--- config.mk ---
export PLATFORM = sky130hd
export DESIGN_NAME = lamport_mutex_node
export DESIGN_NICKNAME = d
export VERILOG_FILES = /design/src/hdl/lmx_pkg.sv /design/src/hdl/lmx_cell.sv /design/src/hdl/lmx_queue.sv /design/src/hdl/lamport_mutex_node.sv
export SDC_FILE = /design/constraint.sdc
export NUM_CORES = 2
export LEC_CHECK = 0
export ABC_AREA = 1
export BUFFER_PORTS_ARGS = -buffer_cell sky130_fd_sc_hd__buf_4
export CAP_MARGIN = 30
export CORE_AREA = 5 5 247 249
export CTS_BUF_LIST = sky130_fd_sc_hd__clkbuf_4
export DETAILED_ROUTE_END_ITERATION = 12
export DIE_AREA = 0 0 252 254
export GPL_TIMING_DRIVEN = 0
export PLACE_DENSITY_LB_ADDON = 0.12
export SLEW_MARGIN = 20
export SYNTH_ARGS = -nofsm -noshare
export SYNTH_HDL_FRONTEND = slang
export SYNTH_SLANG_ARGS = --single-unit
--- constraint.sdc ---
create_clock -name clk -period 17.2 [get_ports clk]
set_input_delay 4.3 -clock clk [delete_from_list [all_inputs] [get_ports clk]]
set_output_delay 4.3 -clock clk [all_outputs]
set_load 0.03 [all_outputs]
--- src/hdl/lmx_pkg.sv ---
// Shared constants, codes and types of the Lamport mutual exclusion node.
`default_nettype none

package lmx_pkg;

  // Fixed field widths of the ports.
  localparam int SITE_W       = 3;
  localparam int MSG_TIME_W   = 32;
  localparam int MODE_W       = 3;
  localparam int KIND_W       = 2;
  localparam int SITE_COUNT_W = 4;
  localparam int CFG_ADDR_W   = 2;
  localparam int CFG_DATA_W   = 4;

  // Defaults of the top-level parameters.
  localparam int MAX_SITES_DEF   = 8;
  localparam int CLOCK_WIDTH_DEF = 32;

  // Reset values of the configuration registers.
  localparam logic [SITE_W-1:0]       OWN_SITE_RST   = 3'd0;
  localparam logic [SITE_COUNT_W-1:0] SITE_COUNT_RST = 4'd2;

  // Configuration register indexes.
  localparam logic [CFG_ADDR_W-1:0] REG_OWN_SITE   = 2'd0;
  localparam logic [CFG_ADDR_W-1:0] REG_SITE_COUNT = 2'd1;

  // Event codes of an input beat.
  localparam logic [MODE_W-1:0] MODE_RECV_REQ = 3'd0;
  localparam logic [MODE_W-1:0] MODE_RECV_GNT = 3'd1;
  localparam logic [MODE_W-1:0] MODE_RECV_REL = 3'd2;
  localparam logic [MODE_W-1:0] MODE_LOCAL    = 3'd3;
  localparam logic [MODE_W-1:0] MODE_OWN_REQ  = 3'd4;

  // Message kinds of an output beat.
  localparam logic [KIND_W-1:0] KIND_GRANT   = 2'd0;
  localparam logic [KIND_W-1:0] KIND_REQUEST = 2'd1;
  localparam logic [KIND_W-1:0] KIND_RELEASE = 2'd2;
  localparam logic [KIND_W-1:0] KIND_ENTERED = 2'd3;

  // Queue operations.
  localparam logic [1:0] Q_NOP         = 2'd0;
  localparam logic [1:0] Q_INSERT      = 2'd1;
  localparam logic [1:0] Q_REMOVE_SITE = 2'd2;
  localparam logic [1:0] Q_REMOVE_HEAD = 2'd3;

  // Command to the queue row; the key time travels beside it.
  typedef struct packed {
    logic [1:0]        op;
    logic [SITE_W-1:0] site;
  } q_cmd_t;

  // Tag of one queue entry.
  typedef struct packed {
    logic              valid;
    logic [SITE_W-1:0] site;
  } q_tag_t;

  // Status of the queue row seen by the sequencer.
  typedef struct packed {
    logic              empty;
    logic              full;
    logic [SITE_W-1:0] head_site;
  } q_stat_t;

endpackage

`default_nettype wire

--- src/hdl/lmx_cell.sv ---
// One cell of the sorted request queue: holds one entry and trades with its neighbors.
`default_nettype none

module lmx_cell #(
  parameter int TW = lmx_pkg::CLOCK_WIDTH_DEF
) (
  input  wire                  clk,
  input  wire                  rst,
  input  lmx_pkg::q_cmd_t      cmd,
  input  wire  [TW-1:0]        key_time,
  input  lmx_pkg::q_tag_t      left_tag,
  input  wire  [TW-1:0]        left_time,
  input  wire                  left_flag,
  input  lmx_pkg::q_tag_t      right_tag,
  input  wire  [TW-1:0]        right_time,
  output lmx_pkg::q_tag_t      cell_tag,
  output logic [TW-1:0]        cell_time,
  output logic                 flag_out
);

  logic                       cell_valid;
  logic [lmx_pkg::SITE_W-1:0] cell_site;
  lmx_pkg::q_tag_t            tag_next;
  logic [TW-1:0]              time_next;
  logic                       key_lt;
  logic                       hit;
  logic                       found;

  assign cell_tag.valid = cell_valid;
  assign cell_tag.site  = cell_site;

  // An empty cell counts as larger than any key; ties order by site.
  assign key_lt = !cell_valid || (key_time < cell_time) ||
                  ((key_time == cell_time) && (cmd.site < cell_site));

  // Removal marks the first matching entry; cells from there on pull from the right.
  assign hit   = cell_valid && ((cmd.op == lmx_pkg::Q_REMOVE_HEAD) || (cell_site == cmd.site));
  assign found = left_flag || hit;

  // Next entry of this cell.
  always_comb begin
    tag_next  = cell_tag;
    time_next = cell_time;
    flag_out  = 1'b0;
    unique case (cmd.op) inside
      lmx_pkg::Q_INSERT: begin
        flag_out = key_lt;
        if (key_lt && left_flag) begin
          tag_next  = left_tag;
          time_next = left_time;
        end else if (key_lt) begin
          tag_next.valid = 1'b1;
          tag_next.site  = cmd.site;
          time_next      = key_time;
        end
      end
      lmx_pkg::Q_REMOVE_SITE, lmx_pkg::Q_REMOVE_HEAD: begin
        flag_out = found;
        if (found) begin
          tag_next  = right_tag;
          time_next = right_time;
        end
      end
      default: begin
        flag_out = 1'b0;
      end
    endcase
  end

  // Valid bit is control state; the payload needs no reset.
  always_ff @(posedge clk) begin
    if (rst) begin
      cell_valid <= 1'b0;
    end else begin
      cell_valid <= tag_next.valid;
    end
  end

  always_ff @(posedge clk) begin
    cell_site <= tag_next.site;
    cell_time <= time_next;
  end

endmodule

`default_nettype wire

--- src/hdl/lmx_queue.sv ---
// Row of queue cells holding the pending requests sorted by time and site.
`default_nettype none

module lmx_queue #(
  parameter int MAX_SITES = lmx_pkg::MAX_SITES_DEF,
  parameter int TW        = lmx_pkg::CLOCK_WIDTH_DEF
) (
  input  wire              clk,
  input  wire              rst,
  input  lmx_pkg::q_cmd_t  cmd,
  input  wire  [TW-1:0]    key_time,
  output lmx_pkg::q_stat_t stat
);

  lmx_pkg::q_tag_t cell_tags  [MAX_SITES];
  logic [TW-1:0]   cell_times [MAX_SITES];
  logic            cell_flags [MAX_SITES];
  lmx_pkg::q_cmd_t cmd_eff;
  logic            full;

  assign full = cell_tags[MAX_SITES-1].valid;

  // An insert into a full row is dropped so that no entry falls off the end.
  always_comb begin
    cmd_eff = cmd;
    if ((cmd.op == lmx_pkg::Q_INSERT) && full) begin
      cmd_eff.op = lmx_pkg::Q_NOP;
    end
  end

  // Cell chain: each cell sees its left and right neighbor.
  for (genvar i = 0; i < MAX_SITES; i++) begin : g_cell
    lmx_pkg::q_tag_t left_tag;
    logic [TW-1:0]   left_time;
    logic            left_flag;
    lmx_pkg::q_tag_t right_tag;
    logic [TW-1:0]   right_time;

    if (i == 0) begin : g_first
      assign left_tag  = '0;
      assign left_time = '0;
      assign left_flag = 1'b0;
    end else begin : g_inner_left
      assign left_tag  = cell_tags[i-1];
      assign left_time = cell_times[i-1];
      assign left_flag = cell_flags[i-1];
    end

    if (i == MAX_SITES - 1) begin : g_last
      assign right_tag  = '0;
      assign right_time = '0;
    end else begin : g_inner_right
      assign right_tag  = cell_tags[i+1];
      assign right_time = cell_times[i+1];
    end

    lmx_cell #(
      .TW(TW)
    ) u_cell (
      .clk       (clk),
      .rst       (rst),
      .cmd       (cmd_eff),
      .key_time  (key_time),
      .left_tag  (left_tag),
      .left_time (left_time),
      .left_flag (left_flag),
      .right_tag (right_tag),
      .right_time(right_time),
      .cell_tag  (cell_tags[i]),
      .cell_time (cell_times[i]),
      .flag_out  (cell_flags[i])
    );
  end

  assign stat.empty     = !cell_tags[0].valid;
  assign stat.full      = full;
  assign stat.head_site = cell_tags[0].site;

endmodule

`default_nettype wire

--- src/hdl/lamport_mutex_node.sv ---
// Top level of one Lamport mutual exclusion site: clock, grants, sequencer and queue.
// An accepted item is handled in steps: apply the event, check for entry, then load its results
// into the output register one sequencer slot at a time, stalling while the receiver holds off.
// A new item is taken only once the sequencer is back in idle after its last result is loaded.
// Reset: clock, grants, requesting and queue valid bits clear at once; own_site 0, site_count 2.
`default_nettype none

module lamport_mutex_node #(
  parameter int MAX_SITES   = lmx_pkg::MAX_SITES_DEF,
  parameter int CLOCK_WIDTH = lmx_pkg::CLOCK_WIDTH_DEF
) (
  input  wire                               clk,
  input  wire                               rst,
  // Configuration writes
  input  wire                               cfg_valid,
  output logic                              cfg_ready,
  input  wire  [lmx_pkg::CFG_ADDR_W-1:0]    cfg_index,
  input  wire  [lmx_pkg::CFG_DATA_W-1:0]    cfg_data,
  // Input events
  input  wire                               in_valid,
  output logic                              in_ready,
  input  wire  [lmx_pkg::MODE_W-1:0]        mode,
  input  wire  [lmx_pkg::MSG_TIME_W-1:0]    msg_time,
  input  wire  [lmx_pkg::SITE_W-1:0]        msg_site,
  // Output messages
  output logic                              out_valid,
  input  wire                               out_ready,
  output logic [lmx_pkg::KIND_W-1:0]        out_kind,
  output logic [lmx_pkg::SITE_W-1:0]        dest_site,
  output logic [lmx_pkg::MSG_TIME_W-1:0]    stamp_time,
  output logic                              last
);

  localparam int CW    = CLOCK_WIDTH;
  localparam int CNT_W = $clog2(MAX_SITES + 1);
  localparam int TOT_W = CNT_W + 1;
  localparam int IW    = (CNT_W > lmx_pkg::SITE_W) ? CNT_W : lmx_pkg::SITE_W;

  localparam logic [1:0] ST_IDLE  = 2'd0;
  localparam logic [1:0] ST_EVENT = 2'd1;
  localparam logic [1:0] ST_CHECK = 2'd2;
  localparam logic [1:0] ST_EMIT  = 2'd3;

  localparam logic [1:0] PH_GRANT   = 2'd0;
  localparam logic [1:0] PH_REQ     = 2'd1;
  localparam logic [1:0] PH_NOTICE  = 2'd2;
  localparam logic [1:0] PH_RELEASE = 2'd3;

  // Configuration registers
  logic [lmx_pkg::SITE_W-1:0]       own_site;
  logic [lmx_pkg::SITE_COUNT_W-1:0] site_count;

  // Site state
  logic [CW-1:0]        logical_clock;
  logic                 requesting;
  logic [MAX_SITES-1:0] grant_bits;

  // Held input beat
  logic [lmx_pkg::MODE_W-1:0] cur_mode;
  logic [CW-1:0]              cur_time;
  logic [lmx_pkg::SITE_W-1:0] cur_site;

  // Sequencer
  logic [1:0]       state;
  logic [1:0]       phase;
  logic [CNT_W-1:0] ev_count;
  logic [CNT_W-1:0] emit_total;
  logic [CNT_W-1:0] emit_cnt;
  logic [CNT_W-1:0] idx;
  logic [CW-1:0]    ev_stamp;
  logic [CW-1:0]    en_stamp;

  // Combinational helpers
  logic [CNT_W-1:0]     cnt;
  logic [MAX_SITES-1:0] need;
  logic [MAX_SITES-1:0] grant_hit;
  logic [MAX_SITES-1:0] own_onehot;
  logic [CW-1:0]        merged;
  logic [CW-1:0]        clock_inc;
  logic                 own_lt_cnt;
  logic                 own_req_ok;
  logic                 entry_ok;
  logic [CNT_W-1:0]     rel_count;
  logic [TOT_W-1:0]     total;
  logic                 in_fire;
  logic                 load_ok;
  logic                 idx_is_own;
  logic                 idx_last;
  logic                 cand_valid;
  logic [lmx_pkg::KIND_W-1:0] cand_kind;
  logic [lmx_pkg::SITE_W-1:0] cand_dest;
  logic [CW-1:0]              cand_stamp;
  logic                 cand_last;

  lmx_pkg::q_cmd_t  q_cmd;
  logic [CW-1:0]    q_key_time;
  lmx_pkg::q_stat_t q_stat;

  assign cfg_ready = 1'b1;
  assign in_ready  = (state == ST_IDLE);
  assign in_fire   = in_valid && in_ready;
  assign load_ok   = !out_valid || out_ready;

  // Effective site count: zero counts as one, the row depth caps it.
  always_comb begin
    if (site_count == '0) begin
      cnt = CNT_W'(1);
    end else if (int'(site_count) > MAX_SITES) begin
      cnt = CNT_W'(MAX_SITES);
    end else begin
      cnt = CNT_W'(site_count);
    end
  end

  // Per-site masks.
  always_comb begin
    for (int i = 0; i < MAX_SITES; i++) begin
      need[i]       = (i < int'(cnt));
      grant_hit[i]  = (i == int'(cur_site));
      own_onehot[i] = (i == int'(own_site));
    end
  end

  assign merged     = ((cur_time > logical_clock) ? cur_time : logical_clock);
  assign clock_inc  = logical_clock + CW'(1);
  assign own_lt_cnt = IW'(own_site) < IW'(cnt);
  assign own_req_ok = !requesting && own_lt_cnt && !q_stat.full;
  assign entry_ok   = requesting && !q_stat.empty && (q_stat.head_site == own_site) &&
                      ((grant_bits & need) == need);
  assign rel_count  = cnt - (own_lt_cnt ? CNT_W'(1) : CNT_W'(0));
  assign total      = TOT_W'(ev_count) +
                      (entry_ok ? (TOT_W'(rel_count) + TOT_W'(1)) : TOT_W'(0));

  // Queue command: event updates in the event state, head removal on entry in the check state.
  always_comb begin
    q_cmd.op   = lmx_pkg::Q_NOP;
    q_cmd.site = cur_site;
    q_key_time = cur_time;
    if (state == ST_EVENT) begin
      unique case (cur_mode) inside
        lmx_pkg::MODE_RECV_REQ: q_cmd.op = lmx_pkg::Q_INSERT;
        lmx_pkg::MODE_RECV_REL: q_cmd.op = lmx_pkg::Q_REMOVE_SITE;
        lmx_pkg::MODE_OWN_REQ: begin
          if (own_req_ok) begin
            q_cmd.op   = lmx_pkg::Q_INSERT;
            q_cmd.site = own_site;
            q_key_time = clock_inc;
          end
        end
        default: q_cmd.op = lmx_pkg::Q_NOP;
      endcase
    end else if ((state == ST_CHECK) && entry_ok) begin
      q_cmd.op = lmx_pkg::Q_REMOVE_HEAD;
    end
  end

  lmx_queue #(
    .MAX_SITES(MAX_SITES),
    .TW       (CW)
  ) u_queue (
    .clk     (clk),
    .rst     (rst),
    .cmd     (q_cmd),
    .key_time(q_key_time),
    .stat    (q_stat)
  );

  // Candidate result of the current emission slot.
  assign idx_is_own = IW'(idx) == IW'(own_site);
  assign idx_last   = idx == (cnt - CNT_W'(1));
  assign cand_last  = (emit_cnt + CNT_W'(1)) == emit_total;

  always_comb begin
    cand_valid = 1'b0;
    cand_kind  = lmx_pkg::KIND_GRANT;
    cand_dest  = cur_site;
    cand_stamp = ev_stamp;
    unique case (phase)
      PH_GRANT: begin
        cand_valid = 1'b1;
      end
      PH_REQ: begin
        cand_valid = !idx_is_own;
        cand_kind  = lmx_pkg::KIND_REQUEST;
        cand_dest  = lmx_pkg::SITE_W'(idx);
      end
      PH_NOTICE: begin
        cand_valid = 1'b1;
        cand_kind  = lmx_pkg::KIND_ENTERED;
        cand_dest  = own_site;
        cand_stamp = en_stamp;
      end
      PH_RELEASE: begin
        cand_valid = !idx_is_own;
        cand_kind  = lmx_pkg::KIND_RELEASE;
        cand_dest  = lmx_pkg::SITE_W'(idx);
        cand_stamp = en_stamp;
      end
      default: cand_valid = 1'b0;
    endcase
  end

  // Configuration registers.
  always_ff @(posedge clk) begin
    if (rst) begin
      own_site   <= lmx_pkg::OWN_SITE_RST;
      site_count <= lmx_pkg::SITE_COUNT_RST;
    end else if (cfg_valid && cfg_ready) begin
      unique case (cfg_index)
        lmx_pkg::REG_OWN_SITE:   own_site   <= lmx_pkg::SITE_W'(cfg_data);
        lmx_pkg::REG_SITE_COUNT: site_count <= cfg_data;
        default: ;
      endcase
    end
  end

  // Held input beat.
  always_ff @(posedge clk) begin
    if (in_fire) begin
      cur_mode <= mode;
      cur_time <= CW'(msg_time);
      cur_site <= msg_site;
    end
  end

  // Control sequencer and site state.
  always_ff @(posedge clk) begin
    if (rst) begin
      state         <= ST_IDLE;
      phase         <= PH_GRANT;
      logical_clock <= '0;
      requesting    <= 1'b0;
      grant_bits    <= '0;
      ev_count      <= '0;
      emit_total    <= '0;
      emit_cnt      <= '0;
      idx           <= '0;
    end else begin
      unique case (state)
        ST_IDLE: begin
          if (in_fire) begin
            state <= ST_EVENT;
          end
        end
        ST_EVENT: begin
          unique case (cur_mode) inside
            lmx_pkg::MODE_RECV_REQ: begin
              state         <= ST_CHECK;
              logical_clock <= merged + CW'(2);
              ev_stamp      <= merged + CW'(2);
              ev_count      <= CNT_W'(1);
              phase         <= PH_GRANT;
            end
            lmx_pkg::MODE_RECV_GNT: begin
              state         <= ST_CHECK;
              ev_count      <= '0;
              phase         <= PH_NOTICE;
              logical_clock <= merged + CW'(1);
              grant_bits    <= grant_bits | grant_hit;
            end
            lmx_pkg::MODE_RECV_REL: begin
              state         <= ST_CHECK;
              ev_count      <= '0;
              phase         <= PH_NOTICE;
              logical_clock <= merged + CW'(1);
            end
            lmx_pkg::MODE_LOCAL: begin
              state         <= ST_CHECK;
              ev_count      <= '0;
              phase         <= PH_NOTICE;
              logical_clock <= clock_inc;
            end
            lmx_pkg::MODE_OWN_REQ: begin
              state <= ST_CHECK;
              if (own_req_ok) begin
                logical_clock <= clock_inc;
                ev_stamp      <= clock_inc;
                requesting    <= 1'b1;
                grant_bits    <= own_onehot;
                ev_count      <= cnt - CNT_W'(1);
                phase         <= (cnt != CNT_W'(1)) ? PH_REQ : PH_NOTICE;
              end else begin
                ev_count <= '0;
                phase    <= PH_NOTICE;
              end
            end
            default: begin
              state <= ST_IDLE;
            end
          endcase
        end
        ST_CHECK: begin
          emit_cnt <= '0;
          idx      <= '0;
          if (total > TOT_W'(MAX_SITES)) begin
            emit_total <= CNT_W'(MAX_SITES);
          end else begin
            emit_total <= CNT_W'(total);
          end
          if (entry_ok) begin
            grant_bits    <= '0;
            logical_clock <= clock_inc;
            en_stamp      <= clock_inc;
            requesting    <= 1'b0;
          end
          state <= (total == '0) ? ST_IDLE : ST_EMIT;
        end
        ST_EMIT: begin
          if (load_ok) begin
            if (cand_valid) begin
              emit_cnt <= emit_cnt + CNT_W'(1);
              if (cand_last) begin
                state <= ST_IDLE;
              end
            end
            unique case (phase)
              PH_GRANT:  phase <= PH_NOTICE;
              PH_NOTICE: begin
                phase <= PH_RELEASE;
                idx   <= '0;
              end
              PH_REQ: begin
                if (idx_last) begin
                  phase <= PH_NOTICE;
                  idx   <= '0;
                end else begin
                  idx <= idx + CNT_W'(1);
                end
              end
              PH_RELEASE: begin
                if (!idx_last) begin
                  idx <= idx + CNT_W'(1);
                end
              end
              default: phase <= PH_GRANT;
            endcase
          end
        end
        default: state <= ST_IDLE;
      endcase
    end
  end

  // Output register.
  always_ff @(posedge clk) begin
    if (rst) begin
      out_valid <= 1'b0;
    end else if ((state == ST_EMIT) && load_ok && cand_valid) begin
      out_valid <= 1'b1;
    end else if (out_ready) begin
      out_valid <= 1'b0;
    end
  end

  always_ff @(posedge clk) begin
    if ((state == ST_EMIT) && load_ok && cand_valid) begin
      out_kind   <= cand_kind;
      dest_site  <= cand_dest;
      stamp_time <= lmx_pkg::MSG_TIME_W'(cand_stamp);
      last       <= cand_last;
    end
  end

  // The queue row stays packed from the head.
  a_queue_packed: assert property (@(posedge clk) disable iff (rst)
    !(q_stat.empty && q_stat.full))
    else $error("queue holds an entry at the tail while the head is empty");

  // The emission counter never passes the planned result count.
  a_emit_bound: assert property (@(posedge clk) disable iff (rst)
    (state == ST_EMIT) |-> (emit_cnt < emit_total))
    else $error("emission ran past its planned count");

  // Leaving the emission phase always leaves a final beat in the output register.
  a_last_on_exit: assert property (@(posedge clk) disable iff (rst)
    ($past(state) == ST_EMIT && state == ST_IDLE) |-> (out_valid && last))
    else $error("emission ended without a final beat");

endmodule

`default_nettype wire

==> results.md <==
* Status: finished, final reports clean
* GRT Total Usage at 36.3%
* Largest net degree at the start of global routing at 45
* P_leak at about 0.018 uW
* Max Cap Viol at 0
* Worst VDD drop at approximately 0.000076 V
* Number of nets in the layout at around 5,000
* GRT met3 Usage at 7.92%
* Synth area leader: edfxtp_1
* FMAX at about 0.12 GHz
* Die ar. at approximately 0.064 mm2
* DRC errors left at 0
* Total power at 5330 uW
* Drt wl/cell at approximately 21 um
* Initial DRT Pass Iterations at 6
* CORE AREA at ~0.06 mm2
* Minimum clock period at between 8 and 9 ns
* Slew Limit Fails at 0
* Final Hold Viols at 0
* Remaining antenna violation count after routing at 0
* Initial antenna violation count at 1
* Crit path from: logical_clock[0]$_SDFFE_PP0P_
* Final setup vio count at 0
* Worst-path clk slew at approximately 0.07 ns
* Yosys top cell area share at 36.4%
* Gpl congestion at roughly 1.0
* Port Buffer Count at slightly below 90
* Post-synthesis average cell area at 7.89 um2
* Reg2Reg Setup Slack at about 9.2 ns
* Syn. warnings at 0
* CTS Buf Count at approximately 140
* Layout cells sized above 1 at between 10% and 20%
* Row count at 89
* Met2 usage at 54.3%
* Setup crit end kind: flip-flop
* Flops & latches, synth at 497
* Most numerous cell in the Yosys netlist: nand2_1
* # IOs at 90
* Via density at approximately 6
* Total wire length at around 120 mm
* Worst skew pair latency at around 1.1 ns
* Post-CTS setup buffers at 0
* GRT busiest layer: met2
* Worst Hold Path Cells at 2
* Top FF cell, synth: edfxtp_1
* Post-synthesis sequential area ratio at 40.8%
* Worst R2R Path Depth at 24
* First DRT Iteration DRCs at ~4,200
* Die H at 254 um
* Hold path start: ev_count[3]$_SDFFE_PP0P_
* Post-synth ARST share at 0%
* Worst rel slew slack at a little under a third
* RSZ-0062 raised after global routing: false
* Sinks on Clock Net at roughly 500
* CP Max Fanout at 36
* Synth Instances at between 4,000 and 5,000
* Clock Tree Buf Depth at 3
* Min-Delay Path Class: reg -> reg
* Synth cell count leaders: 1,064 x nand2_1, 590 x inv_1, 438 x o21ai_0
* Routed via count at ~33,000
* First-pass GRT wire length at 179 mm
* Dpl hpwl at just over 90 mm
* Congestion Overflow GR at 0
* Worst EP arrival at just under 9 ns
* Post-CTS Hold Buffers at 0
* PostCTS Resize Cnt at 0
* Maximum level of the CTS H-tree at 4
* Layout Area Growth over Synthesis at 11.0%
* Reg2reg start: logical_clock[0]$_SDFFE_PP0P_
* Largest cells by area after synthesis: edfxtp_1 36%, ha_1 12%, nand2_1 12%
* Library cells used by synthesis at 62
* Die width at roughly 250 um
* Syn Nets at approximately 4,800
* Grt met1 use at approximately 52%
* Initial Utilization at 59.3%
* CTS tree: built
* CP Data Required Time at between 15 and 20 ns
* Mapped Area at roughly 0.035 mm2
* Power density cells at 138 mW/mm2
* Worst Max-Slew Pin Slew at about 1.0 ns
* Number of fill cells at between 5,000 and 6,000
* Setup TNS at 0 ns
* Number of global-route vias before repair at 31,400
* Post-synth EDFFs at 420
* Critical Path Start Type: flip-flop
* Post-route clock period utilization at a little under half
* Root buf cell: clkbuf_4
* CP Class: reg -> reg
* Setup Skew at about 0.067 ns
==> final timing paths <==
| check | endpoint |
|---|---|
| hold reg to reg | ev_count[3]$_SDFFE_PP0P_ |
| setup reg to reg | u_queue.g_cell[5].u_cell.cell_time[16]$_DFFE_PP_ |
| hold / removal | ev_count[3]$_SDFFE_PP0P_ |
| setup / recovery | u_queue.g_cell[5].u_cell.cell_time[16]$_DFFE_PP_ |
==> kinds of logic after synthesis <==
| kind of cell | after synthesis | synth area share, % |
|---|---|---|
| buffers and inverters | 777 | 8.70 |
| DFF | 497 | 40.8 |
| adders and majority gates | 339 | 12.3 |
| AOI/OAI and AO/OA | 926 | 14.4 |
| other | 1 | 0.0108 |
| and+or+nand+nor | 1776 | 21.6 |
| xor gates and xnor gates | 47 | 1.19 |
| muxes | 32 | 1.04 |
==> sequential cells by signal (all words and copies together), names as in the netlist, 24 cells and up <==
name	flops
en_stamp	32
u_queue.g_cell.u_cell.cell_site	24
ev_stamp	32
cur_time	32
stamp_time	32
logical_clock	32
u_queue.g_cell.u_cell.cell_time	256
==> cells in the final DEF, fill, tap and decap left out, types with 6 or more instances in the layout <==
master	n
nand4_1	72
nand2_2	8
edfxtp_1	420
dfxtp_1	77
nor3_1	31
inv_1	584
o21ai_1	75
a211oi_1	15
buf_2	41
o22ai_1	13
o21a_1	7
nand3_1	278
nor4_1	17
xnor2_1	9
o211ai_1	34
a31oi_1	8
or2_2	6
mux2_2	32
buf_4	112
o21ai_2	6
xor2_1	38
clkinv_1	26
inv_2	21
nand3b_1	8
clkbuf_1	117
ha_1	338
clkinv_2	11
buf_1	10
o2111ai_1	6
nand2_1	1064
o311ai_0	8
nor2_1	265
o21ai_0	438
a21oi_1	279
buf_12	7
clkbuf_4	206
==> critical path, stage by stage, from the launching register on <==
cell and delay, ns:
dfxtp_1 0.48, inv_2 0.13, nor3_4 0.29, nand4_1 0.18, nor2_2 0.23, nand2_2 0.09, nor2_1 0.13, nand2_1 0.15
nor4_2 0.44, nand3_1 0.19, xor2_1 0.35, nand2_1 0.09, o21ai_1 0.52, inv_1 0.44, ha_1 0.43, nand2_1 0.07
or3_1 0.39, nor4_1 0.79, a21oi_1 0.23, nand2_1 0.45, nand2_1 0.10, nand2_1 0.13, clkbuf_1 0.47, nand2_1 0.17
inv_2 0.64
==> power by group <==
part / total, uW / internal [uW] / switching, uW / leakage, uW
clock network: 1170 / 612 / 559 / 0.00112
logic: 2230 / 696 / 1530 / 0.0118
registers: 1930 / 1740 / 187 / 0.00463
total: 5330 / 3050 / 2280 / 0.0176
==> stage by stage <==
step	setup WS (ns)	instances	area, um2	utilization (%)	hold slack, ns
finish	9.19	5541	38500	65.9	0.450
global route	8.79	5538	38500	65.8	0.478
CTS	9.44	5531	38400	65.7	0.454
detailed placement	9.48	5278	36600	62.6	0.446
global placement	7.38	5255	36300	62.1	0.441
floorplan	9.10	4395	34700	-	0.429
==> layer usage <==
metal	part of all wire, %	vias up	wire length [um]
met5	0	-	0
met4	3.1	0	3690
met3	13	269	14900
met2	43	1989	50800
met1	42	15500	49500
li1	-	15500	-
==> final cells by class <==
class                           instances  area, um2  area share [%]
Buffer                                175        754            1.96
Sequential cell                       497      14200            36.8
Inverter                              602       2260            5.88
Multi-Input combinational cell       3121      17500            45.6
Clock buffer                          206       1550            4.02
Clock inverter                         47        305           0.793
Tap cell                              773        967            2.51
Timing Repair Buffer                  116        963            2.50
Antenna cell                            4       10.0          0.0260
(Power assumes the default switching activity.)
